<file path="src/rtl/lpmd_pkg.sv">
// Package for the length-prefixed message deframer.
// Result beat type, header constants and queue sizing; no dependencies.
package lpmd_pkg;

    localparam logic [7:0] MAGIC_Z  = 8'h5A;
    localparam logic [7:0] MAGIC_H  = 8'h48;

    localparam logic [3:0] HDR_POS_MAGIC0 = 4'd0;
    localparam logic [3:0] HDR_POS_MAGIC1 = 4'd1;
    localparam logic [3:0] HDR_POS_MAGIC2 = 4'd2;
    localparam logic [3:0] HDR_POS_LEN0   = 4'd4;
    localparam logic [3:0] HDR_POS_LEN1   = 4'd5;
    localparam logic [3:0] HDR_POS_LEN2   = 4'd6;
    localparam logic [3:0] HDR_POS_LEN3   = 4'd7;
    localparam logic [3:0] HDR_POS_TYPEH  = 4'd8;
    localparam logic [3:0] HDR_POS_TYPEL  = 4'd9;
    localparam logic [3:0] HDR_POS_LAST   = 4'd15;

    localparam int Q_DEPTH = 4;
    localparam int Q_AW    = $clog2(Q_DEPTH);
    localparam int Q_CW    = $clog2(Q_DEPTH + 1);

    localparam int PADDR_W = 3;
    localparam logic REG_HEARTBEAT_TYPE = 1'b0;

    typedef struct packed {
        logic [15:0] message_type;
        logic [7:0]  data_byte;
        logic        has_data;
        logic        last_of_message;
        logic        magic_bad;
        logic        past_terminator;
    } t_result;

endpackage

</file>
<file path="src/rtl/lpmd_if.sv">
// Valid/ready stream interfaces for the deframer: received bytes in, results out.
// Standalone; no package dependency.
interface lpmd_byte_if;
    logic       valid;
    logic       ready;
    logic [7:0] rx_byte;

    modport source (output valid, output rx_byte, input ready);
    modport sink   (input valid, input rx_byte, output ready);
endinterface

interface lpmd_msg_if;
    logic        valid;
    logic        ready;
    logic [15:0] message_type;
    logic [7:0]  data_byte;
    logic        has_data;
    logic        last_of_message;
    logic        magic_bad;
    logic        past_terminator;

    modport source (output valid, output message_type, output data_byte, output has_data,
                    output last_of_message, output magic_bad, output past_terminator,
                    input ready);
    modport sink   (input valid, input message_type, input data_byte, input has_data,
                    input last_of_message, input magic_bad, input past_terminator,
                    output ready);
endinterface

</file>
<file path="src/rtl/length_prefixed_message_deframer_top.sv">
// Length-prefixed message deframer, top level: parser, result queue, output stage, APB register.
// Throughput: one rx byte per cycle unless stalled; a result is queued, then registered.
// Input stalls only when the 4-entry result queue is full; the output register decouples ready.
// Reset (i_rst_n, synchronous, active low) clears parser state, queue and heartbeat_type to 0.
// Depends on lpmd_pkg, lpmd_if, lpmd_front, lpmd_fifo, lpmd_back.
module length_prefixed_message_deframer_top (
    input  logic                           i_clk,
    input  logic                           i_rst_n,
    lpmd_byte_if.sink                      i_rx,
    lpmd_msg_if.source                     o_msg,
    input  logic                           psel,
    input  logic                           penable,
    input  logic                           pwrite,
    input  logic [lpmd_pkg::PADDR_W-1:0]   paddr,
    input  logic [31:0]                    pwdata,
    output logic [31:0]                    prdata,
    output logic                           pready
);
    import lpmd_pkg::*;

    logic [15:0] r_heartbeat_type;
    logic        front_push;
    t_result     front_result;
    logic        q_space;
    logic        q_nonempty;
    t_result     q_data;
    logic        back_pop;
    t_result     back_result;
    logic        cfg_wr;

    assign pready = 1'b1;
    assign cfg_wr = psel && penable && pwrite && (paddr[2] == REG_HEARTBEAT_TYPE);
    assign prdata = (paddr[2] == REG_HEARTBEAT_TYPE) ? {16'd0, r_heartbeat_type} : 32'd0;

    always_ff @(posedge i_clk) begin
        if (!i_rst_n) begin
            r_heartbeat_type <= '0;
        end else if (cfg_wr) begin
            r_heartbeat_type <= pwdata[15:0];
        end
    end

    lpmd_front u_front (
        .i_clk            (i_clk),
        .i_rst_n          (i_rst_n),
        .i_valid          (i_rx.valid),
        .i_byte           (i_rx.rx_byte),
        .i_space          (q_space),
        .i_heartbeat_type (r_heartbeat_type),
        .o_ready          (i_rx.ready),
        .o_push           (front_push),
        .o_result         (front_result)
    );

    lpmd_fifo u_fifo (
        .i_clk      (i_clk),
        .i_rst_n    (i_rst_n),
        .i_push     (front_push),
        .i_data     (front_result),
        .i_pop      (back_pop),
        .o_space    (q_space),
        .o_nonempty (q_nonempty),
        .o_data     (q_data)
    );

    lpmd_back u_back (
        .i_clk      (i_clk),
        .i_rst_n    (i_rst_n),
        .i_nonempty (q_nonempty),
        .i_data     (q_data),
        .i_ready    (o_msg.ready),
        .o_pop      (back_pop),
        .o_valid    (o_msg.valid),
        .o_result   (back_result)
    );

    assign o_msg.message_type    = back_result.message_type;
    assign o_msg.data_byte       = back_result.data_byte;
    assign o_msg.has_data        = back_result.has_data;
    assign o_msg.last_of_message = back_result.last_of_message;
    assign o_msg.magic_bad       = back_result.magic_bad;
    assign o_msg.past_terminator = back_result.past_terminator;

endmodule

</file>
<file path="src/rtl/lpmd_front.sv">
// Header parser and payload counter: takes one byte a beat, pushes result beats unless the type is the heartbeat type.
// Depends on lpmd_pkg.
module lpmd_front (
    input  logic              i_clk,
    input  logic              i_rst_n,
    input  logic              i_valid,
    input  logic [7:0]        i_byte,
    input  logic              i_space,
    input  logic [15:0]       i_heartbeat_type,
    output logic              o_ready,
    output logic              o_push,
    output lpmd_pkg::t_result o_result
);
    import lpmd_pkg::*;

    logic [3:0]  r_hdr_pos,  n_hdr_pos;
    logic        r_in_pay,   n_in_pay;
    logic [31:0] r_remain,   n_remain;
    logic [15:0] r_type,     n_type;
    logic [31:0] r_len,      n_len;
    logic        r_magic_err, n_magic_err;
    logic        r_zero_seen, n_zero_seen;

    logic accept;
    logic silent;
    logic zero_now;
    logic last_byte;

    assign o_ready = i_space;
    assign accept  = i_valid && i_space;
    assign silent  = (r_type == i_heartbeat_type);
    assign zero_now  = r_zero_seen || (i_byte == 8'd0);
    assign last_byte = (r_remain == 32'd1);

    always_comb begin
        n_hdr_pos   = r_hdr_pos;
        n_in_pay    = r_in_pay;
        n_remain    = r_remain;
        n_type      = r_type;
        n_len       = r_len;
        n_magic_err = r_magic_err;
        n_zero_seen = r_zero_seen;
        o_push      = 1'b0;
        o_result    = '{message_type: r_type, data_byte: 8'd0, has_data: 1'b0,
                        last_of_message: 1'b1, magic_bad: r_magic_err,
                        past_terminator: 1'b0};
        if (accept) begin
            if (r_in_pay) begin
                n_zero_seen = zero_now;
                n_remain    = r_remain - 32'd1;
                o_push      = !silent;
                o_result    = '{message_type: r_type, data_byte: i_byte, has_data: 1'b1,
                                last_of_message: last_byte, magic_bad: r_magic_err,
                                past_terminator: zero_now};
                if (last_byte) begin
                    n_hdr_pos   = '0;
                    n_in_pay    = 1'b0;
                    n_remain    = '0;
                    n_len       = '0;
                    n_magic_err = 1'b0;
                    n_zero_seen = 1'b0;
                end
            end else begin
                unique case (r_hdr_pos)
                    HDR_POS_MAGIC0: begin
                        if (i_byte != MAGIC_Z) n_magic_err = 1'b1;
                    end
                    HDR_POS_MAGIC1, HDR_POS_MAGIC2: begin
                        if (i_byte != MAGIC_H) n_magic_err = 1'b1;
                    end
                    HDR_POS_LEN0, HDR_POS_LEN1, HDR_POS_LEN2, HDR_POS_LEN3: begin
                        n_len = {r_len[23:0], i_byte};
                    end
                    HDR_POS_TYPEH: begin
                        n_type = {i_byte, 8'd0};
                    end
                    HDR_POS_TYPEL: begin
                        n_type = {r_type[15:8], i_byte};
                    end
                    default: begin
                    end
                endcase
                if (r_hdr_pos != HDR_POS_LAST) begin
                    n_hdr_pos = r_hdr_pos + 4'd1;
                end else if (r_len != 32'd0) begin
                    n_hdr_pos   = '0;
                    n_in_pay    = 1'b1;
                    n_remain    = r_len;
                    n_len       = '0;
                    n_zero_seen = 1'b0;
                end else begin
                    // empty message
                    o_push      = !silent;
                    n_hdr_pos   = '0;
                    n_in_pay    = 1'b0;
                    n_remain    = '0;
                    n_len       = '0;
                    n_magic_err = 1'b0;
                    n_zero_seen = 1'b0;
                end
            end
        end
    end

    always_ff @(posedge i_clk) begin
        if (!i_rst_n) begin
            r_hdr_pos   <= '0;
            r_in_pay    <= 1'b0;
            r_remain    <= '0;
            r_type      <= '0;
            r_len       <= '0;
            r_magic_err <= 1'b0;
            r_zero_seen <= 1'b0;
        end else begin
            r_hdr_pos   <= n_hdr_pos;
            r_in_pay    <= n_in_pay;
            r_remain    <= n_remain;
            r_type      <= n_type;
            r_len       <= n_len;
            r_magic_err <= n_magic_err;
            r_zero_seen <= n_zero_seen;
        end
    end

endmodule

</file>
<file path="src/rtl/lpmd_fifo.sv">
// Short result queue between parser and output stage.
// Depends on lpmd_pkg.
module lpmd_fifo (
    input  logic              i_clk,
    input  logic              i_rst_n,
    input  logic              i_push,
    input  lpmd_pkg::t_result i_data,
    input  logic              i_pop,
    output logic              o_space,
    output logic              o_nonempty,
    output lpmd_pkg::t_result o_data
);
    import lpmd_pkg::*;

    t_result           r_mem [Q_DEPTH];
    logic [Q_AW-1:0]   r_wr_ptr, n_wr_ptr;
    logic [Q_AW-1:0]   r_rd_ptr, n_rd_ptr;
    logic [Q_CW-1:0]   r_count,  n_count;

    assign o_space    = (r_count != Q_CW'(Q_DEPTH));
    assign o_nonempty = (r_count != '0);
    assign o_data     = r_mem[r_rd_ptr];

    always_comb begin
        n_wr_ptr = r_wr_ptr;
        n_rd_ptr = r_rd_ptr;
        n_count  = r_count;
        if (i_push) begin
            n_wr_ptr = (r_wr_ptr == Q_AW'(Q_DEPTH - 1)) ? '0 : r_wr_ptr + Q_AW'(1);
        end
        if (i_pop) begin
            n_rd_ptr = (r_rd_ptr == Q_AW'(Q_DEPTH - 1)) ? '0 : r_rd_ptr + Q_AW'(1);
        end
        priority if (i_push && !i_pop) begin
            n_count = r_count + Q_CW'(1);
        end else if (i_pop && !i_push) begin
            n_count = r_count - Q_CW'(1);
        end else begin
            n_count = r_count;
        end
    end

    always_ff @(posedge i_clk) begin
        if (i_push) begin
            r_mem[r_wr_ptr] <= i_data;
        end
    end

    always_ff @(posedge i_clk) begin
        if (!i_rst_n) begin
            r_wr_ptr <= '0;
            r_rd_ptr <= '0;
            r_count  <= '0;
        end else begin
            r_wr_ptr <= n_wr_ptr;
            r_rd_ptr <= n_rd_ptr;
            r_count  <= n_count;
        end
    end

endmodule

</file>
<file path="src/rtl/lpmd_back.sv">
// Output register stage: drains the result queue onto the result channel.
// Depends on lpmd_pkg.
module lpmd_back (
    input  logic              i_clk,
    input  logic              i_rst_n,
    input  logic              i_nonempty,
    input  lpmd_pkg::t_result i_data,
    input  logic              i_ready,
    output logic              o_pop,
    output logic              o_valid,
    output lpmd_pkg::t_result o_result
);
    import lpmd_pkg::*;

    logic    r_valid, n_valid;
    t_result r_data;

    assign o_pop    = i_nonempty && (!r_valid || i_ready);
    assign o_valid  = r_valid;
    assign o_result = r_data;

    always_comb begin
        n_valid = r_valid;
        priority if (o_pop) begin
            n_valid = 1'b1;
        end else if (i_ready) begin
            n_valid = 1'b0;
        end else begin
            n_valid = r_valid;
        end
    end

    always_ff @(posedge i_clk) begin
        if (o_pop) begin
            r_data <= i_data;
        end
    end

    always_ff @(posedge i_clk) begin
        if (!i_rst_n) begin
            r_valid <= 1'b0;
        end else begin
            r_valid <= n_valid;
        end
    end

endmodule
</file>
<file path="src/flat_wrapper.sv">
// flat-port wrapper written by rule: the top's interface ports become plain ports
module length_prefixed_message_deframer_top_flat import lpmd_pkg::*;
  (i_clk, i_rst_n, psel, penable, pwrite, paddr, pwdata, prdata, pready, i_rx_valid, i_rx_rx_byte, i_rx_ready, o_msg_valid, o_msg_message_type, o_msg_data_byte, o_msg_has_data, o_msg_last_of_message, o_msg_magic_bad, o_msg_past_terminator, o_msg_ready);
  lpmd_byte_if i_rx_i ();
  lpmd_msg_if o_msg_i ();
  input  logic i_clk;
  input  logic i_rst_n;
  input  logic psel;
  input  logic penable;
  input  logic pwrite;
  input  logic [lpmd_pkg::PADDR_W-1:0] paddr;
  input  logic [31:0] pwdata;
  output logic [31:0] prdata;
  output logic pready;
  input wire logic [$bits(i_rx_i.valid)-1:0] i_rx_valid;
  input wire logic [$bits(i_rx_i.rx_byte)-1:0] i_rx_rx_byte;
  output wire logic [$bits(i_rx_i.ready)-1:0] i_rx_ready;
  output wire logic [$bits(o_msg_i.valid)-1:0] o_msg_valid;
  output wire logic [$bits(o_msg_i.message_type)-1:0] o_msg_message_type;
  output wire logic [$bits(o_msg_i.data_byte)-1:0] o_msg_data_byte;
  output wire logic [$bits(o_msg_i.has_data)-1:0] o_msg_has_data;
  output wire logic [$bits(o_msg_i.last_of_message)-1:0] o_msg_last_of_message;
  output wire logic [$bits(o_msg_i.magic_bad)-1:0] o_msg_magic_bad;
  output wire logic [$bits(o_msg_i.past_terminator)-1:0] o_msg_past_terminator;
  input wire logic [$bits(o_msg_i.ready)-1:0] o_msg_ready;
  assign i_rx_i.valid = i_rx_valid;
  assign i_rx_i.rx_byte = i_rx_rx_byte;
  assign i_rx_ready = i_rx_i.ready;
  assign o_msg_valid = o_msg_i.valid;
  assign o_msg_message_type = o_msg_i.message_type;
  assign o_msg_data_byte = o_msg_i.data_byte;
  assign o_msg_has_data = o_msg_i.has_data;
  assign o_msg_last_of_message = o_msg_i.last_of_message;
  assign o_msg_magic_bad = o_msg_i.magic_bad;
  assign o_msg_past_terminator = o_msg_i.past_terminator;
  assign o_msg_i.ready = o_msg_ready;
  length_prefixed_message_deframer_top u_core (.i_clk(i_clk), .i_rst_n(i_rst_n), .i_rx(i_rx_i), .o_msg(o_msg_i), .psel(psel), .penable(penable), .pwrite(pwrite), .paddr(paddr), .pwdata(pwdata), .prdata(prdata), .pready(pready));
endmodule
</file>
<file path="config.mk">
export PLATFORM = sky130hd
export DESIGN_NAME = length_prefixed_message_deframer_top_flat
export DESIGN_NICKNAME = d
export VERILOG_FILES = /design/src/rtl/lpmd_pkg.sv /design/src/rtl/lpmd_if.sv /design/src/rtl/length_prefixed_message_deframer_top.sv /design/src/rtl/lpmd_front.sv /design/src/rtl/lpmd_fifo.sv /design/src/rtl/lpmd_back.sv /design/src/flat_wrapper.sv
export SDC_FILE = /design/constraint.sdc
export NUM_CORES = 1
export LEC_CHECK = 0
export ABC_AREA = 1
export BUFFER_PORTS_ARGS = -buffer_cell sky130_fd_sc_hd__clkbuf_2
export CAP_MARGIN = 25
export CORE_ASPECT_RATIO = 1.75
export CORE_UTILIZATION = 25
export CTS_CLUSTER_SIZE = 30
export DETAILED_ROUTE_END_ITERATION = 8
export GPL_TIMING_DRIVEN = 0
export PLACE_DENSITY_LB_ADDON = 0.15
export SLEW_MARGIN = 20
export SYNTH_ARGS = -nofsm -noshare
export SYNTH_HDL_FRONTEND = slang
export SYNTH_SLANG_ARGS = --single-unit
</file>
<file path="constraint.sdc">
create_clock -name i_clk -period 4.5 [get_ports i_clk]
set_clock_uncertainty 0.2 [all_clocks]
set_input_delay 0.225 -clock i_clk [delete_from_list [all_inputs] [get_ports i_clk]]
set_output_delay 0.225 -clock i_clk [all_outputs]
set_load 0.05 [all_outputs]
</file>
==> results.py, run 1 <==
metrics = {
    "min_path": {
        "hp-start": "penable",
        "worstHoldEndpoint": "u_core.r_heartbeat_type[1]$_SDFFE_PN0P_",
        "min_path_cells": 6,
        "hold_class": "in2reg",
    },
    "setup_path": {
        "startpoint": "u_core.u_front.r_len[22]$_SDFFE_PN0P_",
        "worstPathArrival_ps": 4030,
        "max_stage_delay_ps": 750,
        "critical_path.top_delay_family": "compound AO/OA/AOI/OAI gates",
        "crit_buf_inv": 2,
        "r2r_start": "u_core.u_front.r_len[22]$_SDFFE_PN0P_",
        "crit_chain": "nor2_1 -> nand2_1 -> nor2_1 -> nand2_1 -> o21ai_0 -> nand3_1 -> inv_1 -> ha_1 -> inv_1 -> fa_1 -> a21oi_1 -> o21ai_0 -> o21ai_0 -> a21oi_1",
        "path_class": "reg2reg",
        "reg2reg_slack_ps": 710,
        "crit_cells": 14,
        "slowest_stage": "o21ai_0",
        "worstPathRequired_ps": 4730,
        "crit_path_frequent_cell": "o21ai_0",
        "start_kind": "flop",
        "crit_path_end_kind": "flop",
        "reg2reg_depth": 14,
        "reg2reg_to": "u_core.u_fifo.r_count[2]$_SDFFE_PN0P_",
        "cp_max_fo": 7,
    },
    "floorplan": {
        "core_area_um2": 44540,
        "rows": 102,
        "ioPinCount": 113,
        "die-area_um2": 46270,
        "initial_core_util": 0.2547,
        "fp.dieW_um": 163.0,
        "die_y_um": 283.8,
    },
    "logic_synthesis": {
        "synthArstFlopShare": 0,
        "synth.area.top_cells": "edfxtp_1 (37%), dfxtp_1 (20%), nand2_1 (8.2%)",
        "ys_seq_area_frac": 0.5664,
        "synth_top_area_cell": "edfxtp_1",
        "synth_edf_count": 140,
        "synthDistinctLibCells": 32,
        "synth-xor-area-share": 0.01621,
        "synthCells": 1329,
        "synth_top_family_by_area": "simple AND/OR/NAND/NOR gates",
        "ys_ff_latch": 251,
        "synthSimpleGateAreaFrac": 0.1889,
        "synth.avg_cell_area_um2": 8.536,
        "synth-main-ff-cell": "edfxtp_1",
        "synthAdderAreaFrac": 0.01500,
        "synthMuxAreaShare": 0,
        "synthesis.area_um2": 11340,
        "synth_top_area_share": 0.3706,
        "ys_warn_count": 0,
        "synth_compound_area_frac": 0.1284,
    },
    "power_and_ir_drop": {
        "power_density_nw_per_um2": 475.2,
        "max-vdd-ir-drop_uv": 307.8,
        "p_leak_uw": 0.005800,
        "finalPower_uw": 6539,
    },
    "run_status": {
        "status": "complete, no violations",
    },
    "flow_run": {
        "drv_cap": 0,
    },
    "timing": {
        "fin_tns_setup_ps": 0,
        "grt_setup_unrepaired": "false",
        "final-setup-viol-count": 0,
        "period_share": 0.8429,
        "hold_viol": 0,
        "drv_slew": 0,
        "setup_slack_ps": 707.1,
        "fmax_mhz": 263.7,
        "slew_headroom": 0.3816,
        "finalWorstPathRequiredPeriod_ps": 3793,
        "worst_slew_pin_slew_ps": 918.0,
    },
    "cts": {
        "clockBufferDepth": 3,
        "cts_sinks": 251,
        "htreeDepth": 1,
        "clk-insertion-delay-late_ps": 550,
        "root_buffer": "clkbuf_16",
        "numCtsBuffers": 25,
        "postCtsSetupBuffers": 0,
        "cts_tree": "built",
        "clk_pin_slew_ps": 70,
    },
    "drt": {
        "via_count": 9067,
        "drt-total-wl_um": 36380,
        "wl_per_cell_um": 17.60,
        "drtIter0Drc": 477,
        "drc": 0,
        "dr.pass1.iters": 4,
        "vias_per_cell": 4.387,
        "ant_nets": 0,
    },
    "global_routing": {
        "grt.total_usage": 0.1584,
        "grt_antenna_before_repair": 0,
        "grt_max_degree": 22,
        "grt_pass1_wl_um": 54520,
        "grt_pass1_vias": 9126,
        "gr-total-overflow": 0,
    },
    "layout": {
        "area_growth_pct": 21.30,
        "fin_area_um2": 13760,
        "fin_util": 0.3090,
        "n_antenna_cell": 0,
        "drive_gt1_frac": 0.1117,
        "layout.nets": 1540,
    },
    "place": {
        "post-place-ws_ps": 702.4,
        "io_buffers": 75,
        "post_dp_cell_area_um2": 12640,
        "dpl.hpwl_um": 27600,
        "gp_congestion": 0.8471,
    },
}
-- cell usage after synthesis, types with 3 or more instances --
library cell    n
a21oi_1       117
buf_2           9
buf_4          17
buf_6           3
clkbuf_1       45
dfxtp_1       111
edfxtp_1      140
ha_1           12
inv_1         151
nand2_1       248
nand3_1        55
nand4_1         4
nor2_1        211
nor2_2          6
nor3_1          5
o211ai_1        7
o21ai_0       120
o22ai_1        28
xor2_1         21
-- metrics by stage --
| stage | hold slack (ps) | std cells |
|---|---|---|
| global route | 161.4 | 2067 |
| detailed placement | 259.2 | 1996 |
| global placement | 256.4 | 1991 |
| CTS | 92.61 | 2067 |
| finish | 82.39 | 2067 |
| floorplan | 162.6 | 1344 |
-- worst min-delay path: stages --
cell and delay [ps]:
clkbuf_2 80, nand3_1 60, nor2_1 40, inv_1 100, o21ai_0 150, a21oi_1 130
-- registers in the layout, summed over array words and instances (netlist names) --
signal,cells
u_core.r_heartbeat_type,16
u_core.u_back.o_result,28
u_core.u_back.o_valid,1
u_core.u_fifo.r_count,3
u_core.u_fifo.r_mem,112
u_core.u_fifo.r_rd_ptr,2
u_core.u_fifo.r_wr_ptr,2
u_core.u_front.r_hdr_pos,4
u_core.u_front.r_in_pay,1
u_core.u_front.r_len,32
u_core.u_front.r_magic_err,1
u_core.u_front.r_remain,32
u_core.u_front.r_type,16
u_core.u_front.r_zero_seen,1
-- worst max-delay path by stage --
stage | end | slack [ps]
after global routing | u_core.u_fifo.r_count[2]$_SDFFE_PN0P_ | 550
final | u_core.u_fifo.r_count[2]$_SDFFE_PN0P_ | 710
after CTS | u_core.u_fifo.r_count[2]$_SDFFE_PN0P_ | 700
after detailed placement | u_core.u_fifo.r_count[2]$_SDFFE_PN0P_ | 700
after global placement | u_core.u_fifo.r_count[1]$_SDFFE_PN0P_ | -1140
after floorplan | u_core.u_fifo.r_count[1]$_SDFFE_PN0P_ | 770
-- timing repair --
action	4_1_cts	5_1_grt
resized for setup	0	0
hold buffers	26	0
hold endpoints to repair	40	0
-- report_power, final --
part	internal [uW]	total (uW)	switching, uW
combinational	370	1580	1210
clock	1290	2250	956
sequential	2650	2710	61.0
total	4310	6540	2230
-- area by class of cell --
| cell class | instances | area, um2 |
|---|---|---|
| plain buffers | 76 | 382.9 |
| repair buffers | 106 | 743.2 |
| fillers | 4660 | 30780 |
| well taps | 572 | 715.7 |
| inverters | 153 | 574.3 |
| multi-input cells | 864 | 4063 |
| clock buffers | 31 | 668.1 |
| flip-flops and latches | 251 | 6426 |
| clock inverters | 14 | 187.7 |
-- layer usage --
layer	track usage	up-vias	wire, um
met5	0	-	0
met4	0.09603	0	2216
met3	0.01213	73	733
met2	0.3223	161	20890
met1	0.1467	4226	12540
li1	-	4607	-
-- layout by cell type (no fill, tap or decap), types with 5 or more instances in the layout --
| master | n |
|---|---|
| nand2_1 | 248 |
| nor2_1 | 207 |
| inv_1 | 151 |
| edfxtp_1 | 140 |
| o21ai_0 | 120 |
| a21oi_1 | 117 |
| dfxtp_1 | 111 |
| clkbuf_2 | 75 |
| nand3_1 | 55 |
| clkbuf_1 | 49 |
| o22ai_1 | 28 |
| dlygate4sd3_1 | 26 |
| clkbuf_16 | 25 |
| xor2_1 | 21 |
| buf_4 | 17 |
| conb_1 | 17 |
| ha_1 | 12 |
| buf_2 | 9 |
| o211ai_1 | 7 |
| nor2_2 | 6 |
| nor3_1 | 5 |
-- kinds of logic (layout without fill, tap and decap cells) --
| logic type | Yosys count | after routing |
|---|---|---|
| AO/OA/AOI/OAI | 277 | 277 |
| AND/OR/NAND/NOR | 536 | 536 |
| adder cells (fa/ha/maj) | 13 | 13 |
| XOR/XNOR | 21 | 21 |
| buffers and inverters | 229 | 380 |
| other | 2 | 17 |
| flip-flops | 251 | 251 |
No activity file was read; power rests on OpenSTA's default activity.
==> inputs of run 2 (changes only) <==
==> constraint.sdc (replaced) <==
create_clock -name i_clk -period 3.6 [get_ports i_clk]
set_clock_uncertainty 0.2 [all_clocks]
set_input_delay 0.18 -clock i_clk [delete_from_list [all_inputs] [get_ports i_clk]]
set_output_delay 0.18 -clock i_clk [all_outputs]
set_load 0.05 [all_outputs]
==> run 2 against run 1 <==
Net effect:
- setup slack worse by 420 ps
- via count is 0.31% lower
- routed wire length is 0.12% higher
- die area stayed put
- hold slack worse by 59 ps
- register-to-register slack worse by 420 ps
- total power is 21% higher
- critical endpoint unchanged
==> results.py, run 2 (same netlist as run 1, synthesis figures left out) <==
metrics = {
    "run_status": {
        "status": "complete, no violations",
    },
    "cts": {
        "postCtsSetupBuffers": 0,
        "root_buffer": "clkbuf_16",
        "clockBufferDepth": 3,
        "numCtsBuffers": 25,
        "cts_tree": "built",
        "cts_sinks": 251,
        "clk_pin_slew_ps": 60,
        "clk-insertion-delay-late_ps": 530,
        "htreeDepth": 1,
    },
    "layout": {
        "n_antenna_cell": 0,
        "drive_gt1_frac": 0.1070,
        "final_common_cell": "nand2_1",
        "top_regs": "u_core.u_fifo.r_mem x112, u_core.u_front.r_len x32, u_core.u_front.r_remain x32",
        "largest_reg_flops": 112,
        "mostFrequentLayoutCells": "nand2_1 (247), nor2_1 (207), inv_1 (151)",
        "area_growth_pct": 20.69,
        "final_cells": 2068,
        "layout.nets": 1541,
        "regMostFlops": "u_core.u_fifo.r_mem",
        "fin_util": 0.3074,
    },
    "timing": {
        "finalWorstPathRequiredPeriod_ps": 3314,
        "final-setup-viol-count": 0,
        "drv_slew": 0,
        "whs_ps": 23.29,
        "fmax_mhz": 301.8,
        "period_share": 0.9205,
        "fin_tns_setup_ps": 0,
        "worst_slew_pin_slew_ps": 752.1,
        "hold_viol": 0,
        "grt_setup_unrepaired": "false",
        "slew_headroom": 0.4986,
    },
    "place": {
        "gp_congestion": 0.8580,
        "dpl.hpwl_um": 27730,
        "dp_cells": 1996,
        "io_buffers": 75,
    },
    "setup_path": {
        "path_class": "reg2reg",
        "reg2reg_slack_ps": 290,
        "reg2reg_depth": 14,
        "worstPathRequired_ps": 3810,
        "start_kind": "flop",
        "reg2reg_to": "u_core.u_fifo.r_count[2]$_SDFFE_PN0P_",
        "r2r_start": "u_core.u_front.r_len[3]$_SDFFE_PN0P_",
        "cp_max_fo": 7,
        "crit_path_end_kind": "flop",
        "worstPathArrival_ps": 3530,
    },
    "global_routing": {
        "grt_pass1_wl_um": 53780,
        "grt_antenna_before_repair": 0,
        "grt_max_degree": 22,
        "grtUsageMet2": 0.3285,
        "grt-busiest-layer": "met2",
        "grt_pass1_vias": 8942,
        "grtUsageMet1": 0.1439,
        "gr-total-overflow": 0,
        "met3_usage": 0.01432,
        "grt.total_usage": 0.1580,
    },
    "floorplan": {
        "die-area_um2": 46270,
        "die_y_um": 283.8,
        "initial_core_util": 0.2547,
        "core_area_um2": 44540,
        "ioPinCount": 113,
        "fp.dieW_um": 163.0,
        "rows": 102,
    },
    "power_and_ir_drop": {
        "max-vdd-ir-drop_uv": 348.0,
        "power_density_nw_per_um2": 579.2,
        "p_leak_uw": 0.005765,
        "finalPower_uw": 7930,
    },
    "min_path": {
        "hp-start": "penable",
        "hold_class": "in2reg",
        "min_path_cells": 6,
        "worstHoldEndpoint": "u_core.r_heartbeat_type[1]$_SDFFE_PN0P_",
    },
    "drt": {
        "via_count": 9039,
        "drtIter0Drc": 535,
        "drt-total-wl_um": 36420,
        "ant_nets": 0,
        "vias_per_cell": 4.371,
        "dr.pass1.iters": 5,
        "drc": 0,
        "wl_per_cell_um": 17.61,
    },
    "flow_run": {
        "drv_cap": 0,
    },
}
run 2: changes by cell type in the layout (fill, tap and decap cells not counted), sizes merged:
| cell | before | now |
|---|---|---|
| clkinv | 4 | 9 |
| inv | 154 | 153 |
| clkbuf | 151 | 152 |
| clkinvlp | 5 | 2 |
| bufinv | 4 | 2 |
| dlygate4sd3 | 26 | 27 |
run 2: worst max-delay path by stage:
stage                                          startpoint  depth (start not counted)                               endpoint
finish               u_core.u_front.r_len[3]$_SDFFE_PN0P_                         14  u_core.u_fifo.r_count[2]$_SDFFE_PN0P_
global route         u_core.u_front.r_len[3]$_SDFFE_PN0P_                         14  u_core.u_fifo.r_count[2]$_SDFFE_PN0P_
CTS                 u_core.u_fifo.r_count[1]$_SDFFE_PN0P_                         15  u_core.u_fifo.r_count[2]$_SDFFE_PN0P_
detailed placement   u_core.u_front.r_len[3]$_SDFFE_PN0P_                         14  u_core.u_fifo.r_count[2]$_SDFFE_PN0P_
global placement     u_core.u_front.r_len[3]$_SDFFE_PN0P_                          7    u_core.u_fifo.r_mem[0][0]$_DFFE_PP_
floorplan           u_core.u_fifo.r_count[1]$_SDFFE_PN0P_                          8    u_core.u_fifo.r_mem[0][0]$_DFFE_PP_
run 2: through the flow:
step	area (um2)	setup WS, ps
floorplan	11410	181.1
global placement	12500	-1571
detailed placement	12640	-189.4
CTS	13670	121.1
global route	13690	2.015
finish	13690	286.1
run 2: worst max-delay path, cell delays in order (launching register included):
cell     delay, ps
dfxtp_1        310
inv_1          200
nand3_1        120
nor2_1         110
nand2_1         90
o21ai_1        520
nand3_2        420
inv_1          130
ha_1           150
inv_1           70
fa_1           430
a21oi_1        140
o21ai_0        110
o21ai_0        160
a21oi_1         50
run 2: timing repair:
action,4_1_cts,5_1_grt
endpoints found under the setup margin,1,1
hold endpoints to repair,40,1
resized for setup,2,2
hold buffers,26,1
run 2: power by group:
| part | internal, uW | switching (uW) | leakage, uW |
|---|---|---|---|
| Sequential | 3320 | 82.4 | 0.00226 |
| Clock | 1420 | 1120 | 0.000364 |
| Combinational | 465 | 1520 | 0.00314 |
run 2: final cells by class:
type	instances	area [um2]
buffer	76	382.9
clock buffer	32	651.9
clock inverter	13	112.6
fill	4687	30850
inverter	153	574.3
multi-input combinational	864	4075
sequential	251	6426
tap	572	715.7
timing repair buffer	107	753.2
run 2: per-layer routing:
metal	vias up	part of all wire
met5	-	0
met4	0	0.050
met3	56	0.027
met2	168	0.58
met1	4189	0.34
li1	4626	-
